**config.mk**
```make
export PLATFORM = sky130hd
export DESIGN_NAME = bicycle_model_odometry_flat
export DESIGN_NICKNAME = d
export VERILOG_FILES = /design/src/sv/bmo_pkg.sv /design/src/sv/bmo_if.sv /design/src/sv/bmo_mul.sv /design/src/sv/bmo_cordic.sv /design/src/sv/bmo_div.sv /design/src/sv/bicycle_model_odometry.sv /design/src/flat_wrapper.sv
export SDC_FILE = /design/constraint.sdc
export NUM_CORES = 2
export LEC_CHECK = 0
export ABC_AREA = 0
export BUFFER_PORTS_ARGS = -buffer_cell sky130_fd_sc_hd__buf_2
export CAP_MARGIN = 10
export CORE_ASPECT_RATIO = 1.25
export CORE_UTILIZATION = 40
export DETAILED_ROUTE_END_ITERATION = 10
export GPL_TIMING_DRIVEN = 0
export HOLD_SLACK_MARGIN = 0.06
export SLEW_MARGIN = 10
export SYNTH_ARGS = -nofsm -noshare
export SYNTH_HDL_FRONTEND = slang
export SYNTH_SLANG_ARGS = --single-unit
```
**constraint.sdc**
```tcl
create_clock -name clk -period 14.7 [get_ports clk]
set_input_delay 2.94 -clock clk [delete_from_list [all_inputs] [get_ports clk]]
set_output_delay 2.94 -clock clk [all_outputs]
set_load 0.1 [all_outputs]
```
**src/sv/bmo_pkg.sv**
```systemverilog
// ----------------------------------------------------------------------------
// bmo_pkg
// Shared types, widths and constants of the bicycle model odometry block.
// ----------------------------------------------------------------------------
package bmo_pkg;

	localparam int DEFAULT_POS_W = 32;

	// configuration register indexes
	localparam int CFG_IDX_W  = 2;
	localparam int CFG_DATA_W = 16;
	typedef enum logic [CFG_IDX_W-1:0] {
		REG_WHEEL_BASE  = 2'd0,
		REG_SPEED_LIMIT = 2'd1,
		REG_STEER_LIMIT = 2'd2
	} cfg_reg_t;

	localparam logic [15:0] WHEEL_BASE_RST  = 16'd10240;
	localparam logic [14:0] SPEED_LIMIT_RST = 15'd20480;
	localparam logic [13:0] STEER_LIMIT_RST = 14'd6431;

	// item kinds
	localparam logic KIND_CMD  = 1'b0;
	localparam logic KIND_TICK = 1'b1;

	// serial multiplier operand widths
	localparam int MUL_A_W = 48;
	localparam int MUL_B_W = 24;
	localparam int MUL_P_W = MUL_A_W + MUL_B_W;

	// CORDIC
	localparam int CORDIC_W     = 34;
	localparam int CORDIC_ITERS = 16;
	localparam logic signed [CORDIC_W-1:0] CORDIC_X0 = 34'sd652032874;
	localparam logic [31:0] ATAN_TAB [CORDIC_ITERS] = '{
		32'h20000000, 32'h12E4051E, 32'h09FB385B, 32'h051111D4,
		32'h028B0D43, 32'h0145D7E1, 32'h00A2F61E, 32'h00517C55,
		32'h0028BE53, 32'h00145F2F, 32'h000A2F98, 32'h000517CC,
		32'h00028BE6, 32'h000145F3, 32'h0000A2FA, 32'h0000517D
	};

	// divider: 64-bit dividend, 48-bit divisor, 25 quotient bits
	localparam int DIV_N_W = 64;
	localparam int DIV_D_W = 48;
	localparam int DIV_Q_W = 25;

	// scale factors
	localparam logic signed [MUL_A_W-1:0] LAG_K      = 48'sd6554;
	localparam logic signed [MUL_A_W-1:0] STEER_K    = 48'sd83443;
	localparam logic signed [MUL_B_W-1:0] STEP_K     = 24'sd20972;
	localparam logic signed [MUL_A_W-1:0] HEADING_K  = 48'sd53404;

endpackage

```
**src/sv/bmo_if.sv**
```systemverilog
// ----------------------------------------------------------------------------
// bmo_in_if / bmo_out_if
// Valid/ready channels carrying input items and result items.
// ----------------------------------------------------------------------------
interface bmo_in_if;
	logic               valid;
	logic               ready;
	logic               kind;
	logic signed [15:0] cmd_speed;
	logic signed [15:0] cmd_steer;

	modport source (output valid, kind, cmd_speed, cmd_steer, input ready);
	modport sink   (input valid, kind, cmd_speed, cmd_steer, output ready);
endinterface

interface bmo_out_if;
	logic               valid;
	logic               ready;
	logic signed [31:0] pos_x;
	logic signed [31:0] pos_y;
	logic signed [15:0] heading;
	logic signed [15:0] quat_w;
	logic signed [15:0] quat_z;
	logic signed [15:0] speed_out;
	logic signed [23:0] yaw_rate;

	modport source (output valid, pos_x, pos_y, heading, quat_w, quat_z, speed_out,
		yaw_rate, input ready);
	modport sink   (input valid, pos_x, pos_y, heading, quat_w, quat_z, speed_out,
		yaw_rate, output ready);
endinterface

```
**src/sv/bmo_mul.sv**
```systemverilog
// ----------------------------------------------------------------------------
// bmo_mul
// Signed shift-add multiplier, one multiplier bit per cycle.
// ----------------------------------------------------------------------------
module bmo_mul (
	input  logic                                 clk,
	input  logic                                 arst_n,
	input  logic                                 start,
	input  logic signed [bmo_pkg::MUL_A_W-1:0]   a,
	input  logic signed [bmo_pkg::MUL_B_W-1:0]   b,
	output logic signed [bmo_pkg::MUL_P_W-1:0]   p,
	output logic                                 done
);
	import bmo_pkg::*;

	localparam int CNT_W = $clog2(MUL_B_W);
	localparam logic [CNT_W-1:0] LAST = CNT_W'(MUL_B_W - 1);

	logic signed [MUL_P_W-1:0] a_q;
	logic signed [MUL_B_W-1:0] b_q;
	logic signed [MUL_P_W-1:0] p_q;
	logic [CNT_W-1:0]          cnt_q;
	logic                      busy_q;
	logic                      done_q;
	logic signed [MUL_P_W-1:0] term;

	assign term = b_q[0] ? a_q : '0;

	always_ff @(posedge clk or negedge arst_n) begin
		if (!arst_n) begin
			busy_q <= 1'b0;
			done_q <= 1'b0;
			cnt_q  <= '0;
		end else begin
			done_q <= 1'b0;
			if (start) begin
				busy_q <= 1'b1;
				cnt_q  <= '0;
			end else if (busy_q) begin
				cnt_q <= cnt_q + 1'b1;
				if (cnt_q == LAST) begin
					busy_q <= 1'b0;
					done_q <= 1'b1;
				end
			end
		end
	end

	always_ff @(posedge clk) begin
		if (start) begin
			a_q <= MUL_P_W'(a);
			b_q <= b;
			p_q <= '0;
		end else if (busy_q) begin
			// top bit of b carries negative weight
			p_q <= (cnt_q == LAST) ? p_q - term : p_q + term;
			a_q <= a_q <<< 1;
			b_q <= b_q >>> 1;
		end
	end

	assign p    = p_q;
	assign done = done_q;
endmodule

```
**src/sv/bmo_cordic.sv**
```systemverilog
// ----------------------------------------------------------------------------
// bmo_cordic
// Rotation-mode CORDIC, one iteration per cycle, cos/sin of a binary angle.
// ----------------------------------------------------------------------------
module bmo_cordic (
	input  logic                                  clk,
	input  logic                                  arst_n,
	input  logic                                  start,
	input  logic [31:0]                           angle,
	output logic signed [bmo_pkg::CORDIC_W-1:0]   cos_o,
	output logic signed [bmo_pkg::CORDIC_W-1:0]   sin_o,
	output logic                                  done
);
	import bmo_pkg::*;

	localparam int IT_W = $clog2(CORDIC_ITERS);
	localparam logic [IT_W-1:0] LAST = IT_W'(CORDIC_ITERS - 1);

	logic signed [CORDIC_W-1:0] x_q, y_q, z_q;
	logic [IT_W-1:0]            it_q;
	logic                       neg_q;
	logic                       busy_q;
	logic                       done_q;
	logic [31:0]                fold;
	logic signed [CORDIC_W-1:0] ys, xs, at;

	// second and third quadrants fold over by pi, negate at the end
	assign fold = (angle[31] ^ angle[30]) ? {~angle[31], angle[30:0]} : angle;
	assign ys   = y_q >>> it_q;
	assign xs   = x_q >>> it_q;
	assign at   = CORDIC_W'(ATAN_TAB[it_q]);

	always_ff @(posedge clk or negedge arst_n) begin
		if (!arst_n) begin
			busy_q <= 1'b0;
			done_q <= 1'b0;
			it_q   <= '0;
		end else begin
			done_q <= 1'b0;
			if (start) begin
				busy_q <= 1'b1;
				it_q   <= '0;
			end else if (busy_q) begin
				it_q <= it_q + 1'b1;
				if (it_q == LAST) begin
					busy_q <= 1'b0;
					done_q <= 1'b1;
				end
			end
		end
	end

	always_ff @(posedge clk) begin
		if (start) begin
			neg_q <= angle[31] ^ angle[30];
			x_q   <= CORDIC_X0;
			y_q   <= '0;
			z_q   <= CORDIC_W'($signed(fold));
		end else if (busy_q) begin
			if (!z_q[CORDIC_W-1]) begin
				x_q <= x_q - ys;
				y_q <= y_q + xs;
				z_q <= z_q - at;
			end else begin
				x_q <= x_q + ys;
				y_q <= y_q - xs;
				z_q <= z_q + at;
			end
		end
	end

	assign cos_o = neg_q ? -x_q : x_q;
	assign sin_o = neg_q ? -y_q : y_q;
	assign done  = done_q;
endmodule

```
**src/sv/bmo_div.sv**
```systemverilog
// ----------------------------------------------------------------------------
// bmo_div
// Restoring unsigned divider, one quotient bit per cycle, with overflow flag.
// ----------------------------------------------------------------------------
module bmo_div (
	input  logic                          clk,
	input  logic                          arst_n,
	input  logic                          start,
	input  logic [bmo_pkg::DIV_N_W-1:0]   num,
	input  logic [bmo_pkg::DIV_D_W-1:0]   den,
	output logic [bmo_pkg::DIV_Q_W-1:0]   quo,
	output logic                          ovf,
	output logic                          done
);
	import bmo_pkg::*;

	localparam int SH_W  = DIV_D_W + DIV_Q_W;
	localparam int CNT_W = $clog2(DIV_Q_W);
	localparam logic [CNT_W-1:0] LAST = CNT_W'(DIV_Q_W - 1);

	logic [DIV_N_W-1:0] r_q;
	logic [SH_W-1:0]    d_q;
	logic [DIV_Q_W-1:0] q_q;
	logic               ovf_q;
	logic [CNT_W-1:0]   cnt_q;
	logic               busy_q;
	logic               done_q;
	logic               ge;

	assign ge = SH_W'(r_q) >= d_q;

	always_ff @(posedge clk or negedge arst_n) begin
		if (!arst_n) begin
			busy_q <= 1'b0;
			done_q <= 1'b0;
			cnt_q  <= '0;
		end else begin
			done_q <= 1'b0;
			if (start) begin
				busy_q <= 1'b1;
				cnt_q  <= '0;
			end else if (busy_q) begin
				cnt_q <= cnt_q + 1'b1;
				if (cnt_q == LAST) begin
					busy_q <= 1'b0;
					done_q <= 1'b1;
				end
			end
		end
	end

	always_ff @(posedge clk) begin
		if (start) begin
			// quotient would not fit in DIV_Q_W bits (also covers a zero divisor)
			ovf_q <= SH_W'(num) >= {den, {DIV_Q_W{1'b0}}};
			r_q   <= num;
			d_q   <= {1'b0, den, {(DIV_Q_W-1){1'b0}}};
			q_q   <= '0;
		end else if (busy_q) begin
			if (ge)
				r_q <= r_q - d_q[DIV_N_W-1:0];
			q_q <= {q_q[DIV_Q_W-2:0], ge};
			d_q <= d_q >> 1;
		end
	end

	assign quo  = q_q;
	assign ovf  = ovf_q;
	assign done = done_q;
endmodule

```
**src/sv/bicycle_model_odometry.sv**
```systemverilog
// ----------------------------------------------------------------------------
// bicycle_model_odometry
// Fixed-point kinematic bicycle odometry with first-order lag on commands.
// ----------------------------------------------------------------------------
// One item at a time. A command runs two products on the serial multiplier; a
// tick runs eight products (each of 24 shift steps plus start and finish) on
// the one shared bit-serial multiplier, three CORDIC runs and a divide for
// 25 quotient bits, all in sequence. The input is ready only while the
// sequencer is idle; a finished result sits in the output register, and a
// next item is taken while it waits. Configuration writes are taken at any
// time and should come only while the block is idle.
module bicycle_model_odometry #(
	parameter int POSITION_WIDTH = bmo_pkg::DEFAULT_POS_W
) (
	input  logic                              clk,
	input  logic                              arst_n,
	input  logic                              cfg_we,
	input  logic [bmo_pkg::CFG_IDX_W-1:0]     cfg_idx,
	input  logic [bmo_pkg::CFG_DATA_W-1:0]    cfg_data,
	bmo_in_if.sink                            in_ch,
	bmo_out_if.source                         out_ch
);
	import bmo_pkg::*;

	localparam int PW = POSITION_WIDTH;
	localparam int XW = 49;

	typedef enum logic [3:0] {
		ST_IDLE, ST_CMD_V, ST_CMD_S, ST_SA, ST_CS1, ST_NUM, ST_DEN, ST_DIV,
		ST_CS2, ST_PX1, ST_PX2, ST_PY1, ST_PY2, ST_HD, ST_CS3, ST_OUT
	} state_t;

	state_t state_q;

	logic [15:0] wb_q;
	logic [14:0] vlim_q;
	logic [13:0] slim_q;

	logic signed [PW-1:0] x_q, y_q;
	logic [15:0]          hd_q;
	logic signed [15:0]   fv_q, fs_q;
	logic signed [15:0]   cs_q;
	logic signed [47:0]   num_q, den_q;
	logic signed [23:0]   yaw_q;

	logic                       mul_go_q, cor_go_q, div_go_q;
	logic signed [MUL_A_W-1:0]  mul_a_q;
	logic signed [MUL_B_W-1:0]  mul_b_q;
	logic [31:0]                cor_ang_q;

	logic                        out_valid_q;
	logic signed [31:0]          o_x_q, o_y_q;
	logic [15:0]                 o_hd_q;
	logic signed [15:0]          o_qw_q, o_qz_q, o_v_q;
	logic signed [23:0]          o_yaw_q;

	logic signed [MUL_P_W-1:0]   mul_p;
	logic                        mul_done;
	logic signed [CORDIC_W-1:0]  cor_c, cor_s;
	logic                        cor_done;
	logic [DIV_Q_W-1:0]          div_q;
	logic                        div_ovf, div_done;

	bmo_mul u_mul (
		.clk(clk), .arst_n(arst_n), .start(mul_go_q), .a(mul_a_q), .b(mul_b_q),
		.p(mul_p), .done(mul_done)
	);

	bmo_cordic u_cordic (
		.clk(clk), .arst_n(arst_n), .start(cor_go_q), .angle(cor_ang_q),
		.cos_o(cor_c), .sin_o(cor_s), .done(cor_done)
	);

	logic [47:0] num_abs, den_abs;
	assign num_abs = num_q[47] ? 48'(-num_q) : 48'(num_q);
	assign den_abs = den_q[47] ? 48'(-den_q) : 48'(den_q);

	bmo_div u_div (
		.clk(clk), .arst_n(arst_n), .start(div_go_q),
		.num({num_abs, 16'b0}), .den(den_abs),
		.quo(div_q), .ovf(div_ovf), .done(div_done)
	);

	// ---------------- datapath helpers ----------------
	logic signed [16:0] vlim_s, slim_s, cmd_v, cmd_s;
	logic signed [15:0] cv_c, cs_c;
	logic signed [16:0] dv_c, ds_c;
	logic signed [MUL_P_W-1:0] lag_sum, stp_sum, hst_sum;
	logic signed [15:0] delta_c;
	logic signed [17:0] step_c;
	logic [15:0]        hstep_c, hd_new_c;
	logic signed [PW:0] x_sum, y_sum;
	logic signed [PW-1:0] x_next, y_next;
	logic signed [23:0] yaw_c;
	logic               yneg;
	logic signed [XW-1:0] xe, ye;
	logic signed [31:0] x32, y32;
	logic signed [CORDIC_W-1:0] qw_sum, qz_sum;
	logic signed [17:0] qw_r, qz_r;
	logic signed [15:0] qw_c, qz_c;
	logic               out_free;

	always_comb begin
		vlim_s = 17'($signed({1'b0, vlim_q}));
		slim_s = 17'($signed({1'b0, slim_q}));
		cmd_v  = 17'(in_ch.cmd_speed);
		cmd_s  = 17'(in_ch.cmd_steer);
		if (cmd_v > vlim_s)
			cv_c = 16'(vlim_s);
		else if (cmd_v < -vlim_s)
			cv_c = 16'(-vlim_s);
		else
			cv_c = in_ch.cmd_speed;
		if (cmd_s > slim_s)
			cs_c = 16'(slim_s);
		else if (cmd_s < -slim_s)
			cs_c = 16'(-slim_s);
		else
			cs_c = in_ch.cmd_steer;
		dv_c = 17'(cv_c) - 17'(fv_q);
		ds_c = 17'(cs_q) - 17'(fs_q);

		lag_sum = mul_p + MUL_P_W'(32768);
		delta_c = lag_sum[31:16];

		stp_sum = mul_p + (MUL_P_W'(1) <<< 45);
		step_c  = stp_sum[63:46];
		x_sum   = (PW+1)'(x_q) + (PW+1)'(step_c);
		y_sum   = (PW+1)'(y_q) + (PW+1)'(step_c);
		if (x_sum[PW] != x_sum[PW-1])
			x_next = x_sum[PW] ? {1'b1, {(PW-1){1'b0}}} : {1'b0, {(PW-1){1'b1}}};
		else
			x_next = x_sum[PW-1:0];
		if (y_sum[PW] != y_sum[PW-1])
			y_next = y_sum[PW] ? {1'b1, {(PW-1){1'b0}}} : {1'b0, {(PW-1){1'b1}}};
		else
			y_next = y_sum[PW-1:0];

		hst_sum  = mul_p + (MUL_P_W'(1) <<< 23);
		hstep_c  = hst_sum[39:24];
		hd_new_c = hd_q + hstep_c;

		// zero counts as positive for the sign of the quotient
		yneg = num_q[47] != den_q[47];
		if (num_q == '0)
			yaw_c = '0;
		else if (div_ovf)
			yaw_c = yneg ? -24'sd8388608 : 24'sd8388607;
		else if (yneg)
			yaw_c = (div_q > 25'd8388608) ? -24'sd8388608 : 24'(-div_q);
		else
			yaw_c = (div_q > 25'd8388607) ? 24'sd8388607 : 24'(div_q);

		xe = XW'(x_q);
		ye = XW'(y_q);
		if (xe > 49'sd2147483647)
			x32 = 32'sh7FFFFFFF;
		else if (xe < -49'sd2147483648)
			x32 = 32'sh80000000;
		else
			x32 = xe[31:0];
		if (ye > 49'sd2147483647)
			y32 = 32'sh7FFFFFFF;
		else if (ye < -49'sd2147483648)
			y32 = 32'sh80000000;
		else
			y32 = ye[31:0];

		qw_sum = cor_c + CORDIC_W'(32768);
		qz_sum = cor_s + CORDIC_W'(32768);
		qw_r   = qw_sum[33:16];
		qz_r   = qz_sum[33:16];
		if (qw_r > 18'sd16384)
			qw_c = 16'sd16384;
		else if (qw_r < -18'sd16384)
			qw_c = -16'sd16384;
		else
			qw_c = qw_r[15:0];
		if (qz_r > 18'sd16384)
			qz_c = 16'sd16384;
		else if (qz_r < -18'sd16384)
			qz_c = -16'sd16384;
		else
			qz_c = qz_r[15:0];

		out_free = !out_valid_q || out_ch.ready;
	end

	// ---------------- sequencer ----------------
	always_ff @(posedge clk or negedge arst_n) begin
		if (!arst_n) begin
			state_q     <= ST_IDLE;
			wb_q        <= WHEEL_BASE_RST;
			vlim_q      <= SPEED_LIMIT_RST;
			slim_q      <= STEER_LIMIT_RST;
			x_q         <= '0;
			y_q         <= '0;
			hd_q        <= '0;
			fv_q        <= '0;
			fs_q        <= '0;
			cs_q        <= '0;
			num_q       <= '0;
			den_q       <= '0;
			yaw_q       <= '0;
			mul_go_q    <= 1'b0;
			cor_go_q    <= 1'b0;
			div_go_q    <= 1'b0;
			mul_a_q     <= '0;
			mul_b_q     <= '0;
			cor_ang_q   <= '0;
			out_valid_q <= 1'b0;
			o_x_q       <= '0;
			o_y_q       <= '0;
			o_hd_q      <= '0;
			o_qw_q      <= '0;
			o_qz_q      <= '0;
			o_v_q       <= '0;
			o_yaw_q     <= '0;
		end else begin
			mul_go_q <= 1'b0;
			cor_go_q <= 1'b0;
			div_go_q <= 1'b0;

			if (cfg_we) begin
				unique case (cfg_idx)
					REG_WHEEL_BASE:  wb_q   <= cfg_data;
					REG_SPEED_LIMIT: vlim_q <= cfg_data[14:0];
					REG_STEER_LIMIT: slim_q <= cfg_data[13:0];
					default: ;
				endcase
			end

			if (out_valid_q && out_ch.ready)
				out_valid_q <= 1'b0;

			unique case (state_q)
				ST_IDLE: begin
					if (in_ch.valid) begin
						mul_go_q <= 1'b1;
						if (in_ch.kind == KIND_CMD) begin
							cs_q    <= cs_c;
							mul_a_q <= LAG_K;
							mul_b_q <= MUL_B_W'(dv_c);
							state_q <= ST_CMD_V;
						end else begin
							mul_a_q <= STEER_K;
							mul_b_q <= MUL_B_W'(fs_q);
							state_q <= ST_SA;
						end
					end
				end
				ST_CMD_V: begin
					if (mul_done) begin
						fv_q     <= fv_q + delta_c;
						mul_b_q  <= MUL_B_W'(ds_c);
						mul_go_q <= 1'b1;
						state_q  <= ST_CMD_S;
					end
				end
				ST_CMD_S: begin
					if (mul_done) begin
						fs_q    <= fs_q + delta_c;
						state_q <= ST_IDLE;
					end
				end
				ST_SA: begin
					if (mul_done) begin
						cor_ang_q <= mul_p[31:0];
						cor_go_q  <= 1'b1;
						state_q   <= ST_CS1;
					end
				end
				ST_CS1: begin
					if (cor_done) begin
						mul_a_q  <= MUL_A_W'(cor_s);
						mul_b_q  <= MUL_B_W'(fv_q);
						mul_go_q <= 1'b1;
						state_q  <= ST_NUM;
					end
				end
				ST_NUM: begin
					if (mul_done) begin
						num_q    <= mul_p[47:0];
						mul_a_q  <= MUL_A_W'(cor_c);
						mul_b_q  <= MUL_B_W'($signed({1'b0, wb_q}));
						mul_go_q <= 1'b1;
						state_q  <= ST_DEN;
					end
				end
				ST_DEN: begin
					if (mul_done) begin
						den_q    <= mul_p[47:0];
						div_go_q <= 1'b1;
						state_q  <= ST_DIV;
					end
				end
				ST_DIV: begin
					if (div_done) begin
						yaw_q     <= yaw_c;
						cor_ang_q <= {hd_q, 16'b0};
						cor_go_q  <= 1'b1;
						state_q   <= ST_CS2;
					end
				end
				ST_CS2: begin
					if (cor_done) begin
						mul_a_q  <= MUL_A_W'(cor_c);
						mul_b_q  <= MUL_B_W'(fv_q);
						mul_go_q <= 1'b1;
						state_q  <= ST_PX1;
					end
				end
				ST_PX1: begin
					if (mul_done) begin
						mul_a_q  <= mul_p[MUL_A_W-1:0];
						mul_b_q  <= STEP_K;
						mul_go_q <= 1'b1;
						state_q  <= ST_PX2;
					end
				end
				ST_PX2: begin
					if (mul_done) begin
						x_q      <= x_next;
						mul_a_q  <= MUL_A_W'(cor_s);
						mul_b_q  <= MUL_B_W'(fv_q);
						mul_go_q <= 1'b1;
						state_q  <= ST_PY1;
					end
				end
				ST_PY1: begin
					if (mul_done) begin
						mul_a_q  <= mul_p[MUL_A_W-1:0];
						mul_b_q  <= STEP_K;
						mul_go_q <= 1'b1;
						state_q  <= ST_PY2;
					end
				end
				ST_PY2: begin
					if (mul_done) begin
						y_q      <= y_next;
						mul_a_q  <= HEADING_K;
						mul_b_q  <= yaw_q;
						mul_go_q <= 1'b1;
						state_q  <= ST_HD;
					end
				end
				ST_HD: begin
					if (mul_done) begin
						hd_q      <= hd_new_c;
						// half heading as a 32-bit binary angle
						cor_ang_q <= {hd_new_c[15], hd_new_c, 15'b0};
						cor_go_q  <= 1'b1;
						state_q   <= ST_CS3;
					end
				end
				ST_CS3, ST_OUT: begin
					if (state_q == ST_OUT || cor_done) begin
						if (out_free) begin
							out_valid_q <= 1'b1;
							o_x_q       <= x32;
							o_y_q       <= y32;
							o_hd_q      <= hd_q;
							o_qw_q      <= qw_c;
							o_qz_q      <= qz_c;
							o_v_q       <= fv_q;
							o_yaw_q     <= yaw_q;
							state_q     <= ST_IDLE;
						end else begin
							state_q <= ST_OUT;
						end
					end
				end
				default: state_q <= ST_IDLE;
			endcase
		end
	end

	assign in_ch.ready      = (state_q == ST_IDLE);
	assign out_ch.valid     = out_valid_q;
	assign out_ch.pos_x     = o_x_q;
	assign out_ch.pos_y     = o_y_q;
	assign out_ch.heading   = o_hd_q;
	assign out_ch.quat_w    = o_qw_q;
	assign out_ch.quat_z    = o_qz_q;
	assign out_ch.speed_out = o_v_q;
	assign out_ch.yaw_rate  = o_yaw_q;
endmodule

```
**src/flat_wrapper.sv**
```systemverilog
// flat-port wrapper written by rule: the top's interface ports become plain ports
module bicycle_model_odometry_flat import bmo_pkg::*;
#(
	parameter int POSITION_WIDTH = bmo_pkg::DEFAULT_POS_W
)
  (clk, arst_n, cfg_we, cfg_idx, cfg_data, in_ch_valid, in_ch_kind, in_ch_cmd_speed, in_ch_cmd_steer, in_ch_ready, out_ch_valid, out_ch_pos_x, out_ch_pos_y, out_ch_heading, out_ch_quat_w, out_ch_quat_z, out_ch_speed_out, out_ch_yaw_rate, out_ch_ready);
  bmo_in_if in_ch_i ();
  bmo_out_if out_ch_i ();
  input  logic clk;
  input  logic arst_n;
  input  logic cfg_we;
  input  logic [bmo_pkg::CFG_IDX_W-1:0] cfg_idx;
  input  logic [bmo_pkg::CFG_DATA_W-1:0] cfg_data;
  input wire logic [$bits(in_ch_i.valid)-1:0] in_ch_valid;
  input wire logic [$bits(in_ch_i.kind)-1:0] in_ch_kind;
  input wire logic [$bits(in_ch_i.cmd_speed)-1:0] in_ch_cmd_speed;
  input wire logic [$bits(in_ch_i.cmd_steer)-1:0] in_ch_cmd_steer;
  output wire logic [$bits(in_ch_i.ready)-1:0] in_ch_ready;
  output wire logic [$bits(out_ch_i.valid)-1:0] out_ch_valid;
  output wire logic [$bits(out_ch_i.pos_x)-1:0] out_ch_pos_x;
  output wire logic [$bits(out_ch_i.pos_y)-1:0] out_ch_pos_y;
  output wire logic [$bits(out_ch_i.heading)-1:0] out_ch_heading;
  output wire logic [$bits(out_ch_i.quat_w)-1:0] out_ch_quat_w;
  output wire logic [$bits(out_ch_i.quat_z)-1:0] out_ch_quat_z;
  output wire logic [$bits(out_ch_i.speed_out)-1:0] out_ch_speed_out;
  output wire logic [$bits(out_ch_i.yaw_rate)-1:0] out_ch_yaw_rate;
  input wire logic [$bits(out_ch_i.ready)-1:0] out_ch_ready;
  assign in_ch_i.valid = in_ch_valid;
  assign in_ch_i.kind = in_ch_kind;
  assign in_ch_i.cmd_speed = in_ch_cmd_speed;
  assign in_ch_i.cmd_steer = in_ch_cmd_steer;
  assign in_ch_ready = in_ch_i.ready;
  assign out_ch_valid = out_ch_i.valid;
  assign out_ch_pos_x = out_ch_i.pos_x;
  assign out_ch_pos_y = out_ch_i.pos_y;
  assign out_ch_heading = out_ch_i.heading;
  assign out_ch_quat_w = out_ch_i.quat_w;
  assign out_ch_quat_z = out_ch_i.quat_z;
  assign out_ch_speed_out = out_ch_i.speed_out;
  assign out_ch_yaw_rate = out_ch_i.yaw_rate;
  assign out_ch_i.ready = out_ch_ready;
  bicycle_model_odometry #(.POSITION_WIDTH(POSITION_WIDTH)) u_core (.clk(clk), .arst_n(arst_n), .cfg_we(cfg_we), .cfg_idx(cfg_idx), .cfg_data(cfg_data), .in_ch(in_ch_i), .out_ch(out_ch_i));
endmodule
```
==> impl_metrics.ini <==
[worst_setup_path]
max_stage_delay_ns = 0.76
critPathMostFrequentCell = clkbuf_1
r2r_slack_ns = 4.18
critPathSlowestCell = clkbuf_1
startpoint_type = flop
arrival_ns = 11.15
path_class = flop to flop
cp-end-kind = flop
critPathRequiredTime_ns = 15.33
worstPathMaxFanout = 10

[placed_design]
pre_cts_ws_ns = 4.57
portBuffers = 209
dp_hpwl_um = 224000
gp_congestion = 0.999

[floorplan]
die_w_um = 391
die_area_mm2 = 0.191
fp.dieH_um = 488
initial_core_util_pct = 40.4
row_count = 177
io_pins = 210
core_mm2 = 0.187

[power_and_ir_drop]
p_leak_nw = 37.1
ir_drop_mv = 0.290
power.density_mw_per_mm2 = 265
power_mw = 22.3

[job]
maxCapViolations = 0

[global_routing]
grt_usage_pct = 29.4
grt_pass1_vias = 68200
grt.overflow.total = 0
grt_pass1_wl_um = 428000
grt_max_degree = 108
antenna_found_initial = 7

[synth]
netlist_instances = 8797
async_reset_ff_share_pct = 58.0
ys_warn_count = 0
synth_edf_count = 220
synth_area_mm2 = 0.0755
syn_nets = 9358
synth_seq_area_share_pct = 33.1
yosysUniqueCellTypes = 102
synth_flop_cell = dfrtp_1
ys_ff_latch = 994
synth.avg_cell_area_um2 = 8.59

[detailed_routing]
drc = 0
routed_wl_um = 288000
dr.first_iter.drc_count = 6144
drt.antenna.violating_nets = 0
firstDrtPassIters = 6
via_per_inst = 5.98
vias = 70200
wl_per_cell_um = 24.5

[cts]
clock-sinks = 994
root_buffer = clkbuf_16
cts.htree.levels = 3
cts_buffers = 113
insertion_delay_ns = 0.79
cts_buffer_depth = 3
hold_buffers = 0
cts_setup_buffers = 0
cts.clk_slew.worst_paths_ns = 0.06
cts_tree = built
cts_resized = 0

[sta]
timing.final.crit_share_pct = 71.5
rsz0062_at_grt = false
final_hold_viol_count = 0
final-setup-viol-count = 0
timing.fmax_mhz = 95.1
fin_skew_ns = 0.0804
min_period_ns = 10.52
slew_viol_final = 0
relSlewSlack_pct = 9.06
setup_slack_ns = 4.18
worstMarginPinSlew_ns = 1.35

[final_layout]
layout.nets = 9692
area_growth_pct = 11.2
drive_gt1_share_pct = 9.15

[status]
status = finished clean

[min_path]
hold_path.class = flop to flop
synth_stat cells (202+ instances only):
| library cell | instances | area (µm²) |
|---|---|---|
| a21o_1 | 212 | 1590 |
| a21oi_1 | 595 | 2980 |
| clkbuf_1 | 412 | 1550 |
| dfrtp_1 | 565 | 14100 |
| edfxtp_1 | 220 | 6610 |
| ha_1 | 493 | 6170 |
| inv_1 | 323 | 1210 |
| mux2_2 | 247 | 2780 |
| mux2i_1 | 202 | 2020 |
| nand2_1 | 1239 | 4650 |
| nor2_1 | 634 | 2380 |
| o21ai_0 | 689 | 3450 |
| xnor2_1 | 406 | 3560 |
| xor2_1 | 290 | 2540 |
metal layers:
layer  vias to the layer above  track usage (%)  part of all wire [%]
met5                         -                0                0.0094
li1                      32500                -                     -
met1                     34300             36.2                    40
met3                       647             4.33                   6.5
met2                      2680             49.5                    47
met4                         4             15.6                   5.8
logic make-up after synthesis:
kind of cell             count (synthesis)  share of synthesized area, %
AO/OA/AOI/OAI                         2425                          20.5
XOR/XNOR                               696                          8.07
adder cells (fa/ha/maj)                521                          8.70
buffers and inverters                  821                          4.14
flip-flops                             994                          33.1
multiplexers                           522                          8.53
AND/OR/NAND/NOR                       2818                          17.0
cells in the final DEF (no fill, tap or decap), types with 33 or more instances in the layout:
cell type / count
a211o_1: 40
a211oi_1: 81
a21o_1: 212
a21oi_1: 595
a221oi_1: 33
a22o_1: 43
a31oi_1: 67
and2_1: 44
and3_1: 61
buf_1: 58
buf_2: 224
clkbuf_1: 438
clkbuf_16: 120
dfrtp_1: 565
dfxtp_1: 197
edfxtp_1: 220
ha_1: 493
inv_1: 321
mux2_2: 247
mux2i_1: 202
mux4_2: 72
nand2_1: 1238
nand2b_1: 76
nand3_1: 194
nand4_1: 102
nor2_1: 633
nor2b_1: 70
nor3_1: 128
o211ai_1: 55
o21a_1: 75
o21ai_0: 689
o21bai_1: 64
o31ai_1: 128
o41ai_1: 52
or3_1: 77
or4_1: 34
xnor2_1: 405
xor2_1: 290
registers in the layout, indices dropped and copies added, names as in the netlist, 34 cells and up:
signal               flops
u_core.u_div.r_q        64
u_core.u_div.d_q        72
u_core.den_q            48
u_core.mul_a_q          48
u_core.u_mul.a_q        64
u_core.num_q            48
u_core.u_cordic.z_q     34
u_core.u_cordic.y_q     34
u_core.u_cordic.x_q     34
u_core.u_mul.p          64
area by class of cell:
type	instances	area, µm²
antenna	4	10.0
sequential	994	25000
fill	18600	103000
tap	2506	3140
timing repair buffer	219	1290
buffer	492	1900
multi-input combinational	6982	47400
inverter	329	1240
clock inverter	56	747
clock buffer	159	3250
worst max-delay path: cells and delay by family, from the launching register on:
family	cells	cell delay [ns]
buffers and inverters	9	5.23
adder cells (fa/ha/maj)	2	0.61
multiplexers	2	0.59
AO/OA/AOI/OAI	11	2.68
XOR/XNOR	1	0.15
AND/OR/NAND/NOR	4	0.63
flip-flops	1	0.43
metrics by stage:
stage	setup TNS [ns]	hold WS [ns]	utilization, %	area (µm²)	instances
after floorplan	0	0.442	-	75500	8797
after global placement	-1071.52	0.456	42.7	79700	11500
after detailed placement	0	0.458	42.8	80000	11500
after CTS	0	0.473	44.9	84000	11700
after global routing	0	0.491	44.9	84000	11700
final	0	0.465	44.9	84000	11700
path summary, 6_finish.rpt:
| path | startpoint | depth (start not counted) | endpoint |
|---|---|---|---|
| max | u_core.u_cordic.it_q[3]$_DFFE_PN0P_ | 29 | u_core.u_cordic.y_q[33]$_SDFFE_PP0P_ |
| min | u_core.out_ch.pos_x[26]$_DFFE_PN0P_ | 2 | u_core.out_ch.pos_x[26]$_DFFE_PN0P_ |
| max reg2reg | u_core.u_cordic.it_q[3]$_DFFE_PN0P_ | 29 | u_core.u_cordic.y_q[33]$_SDFFE_PP0P_ |
| min reg2reg | u_core.out_ch.pos_x[26]$_DFFE_PN0P_ | 2 | u_core.out_ch.pos_x[26]$_DFFE_PN0P_ |
| max in group asynchronous | arst_n | 4 | u_core.out_ch.heading[4]$_DFFE_PN0P_ |
| min in group asynchronous | arst_n | 1 | u_core.out_ch.pos_y[18]$_DFFE_PN0P_ |
power by group:
group	internal [mW]	switching, mW	leakage [nW]
Combinational	5.35	9.23	23.5
Sequential	3.75	0.902	11.7
Clock	1.75	1.31	1.93
Power figures use the tool's default switching activity.
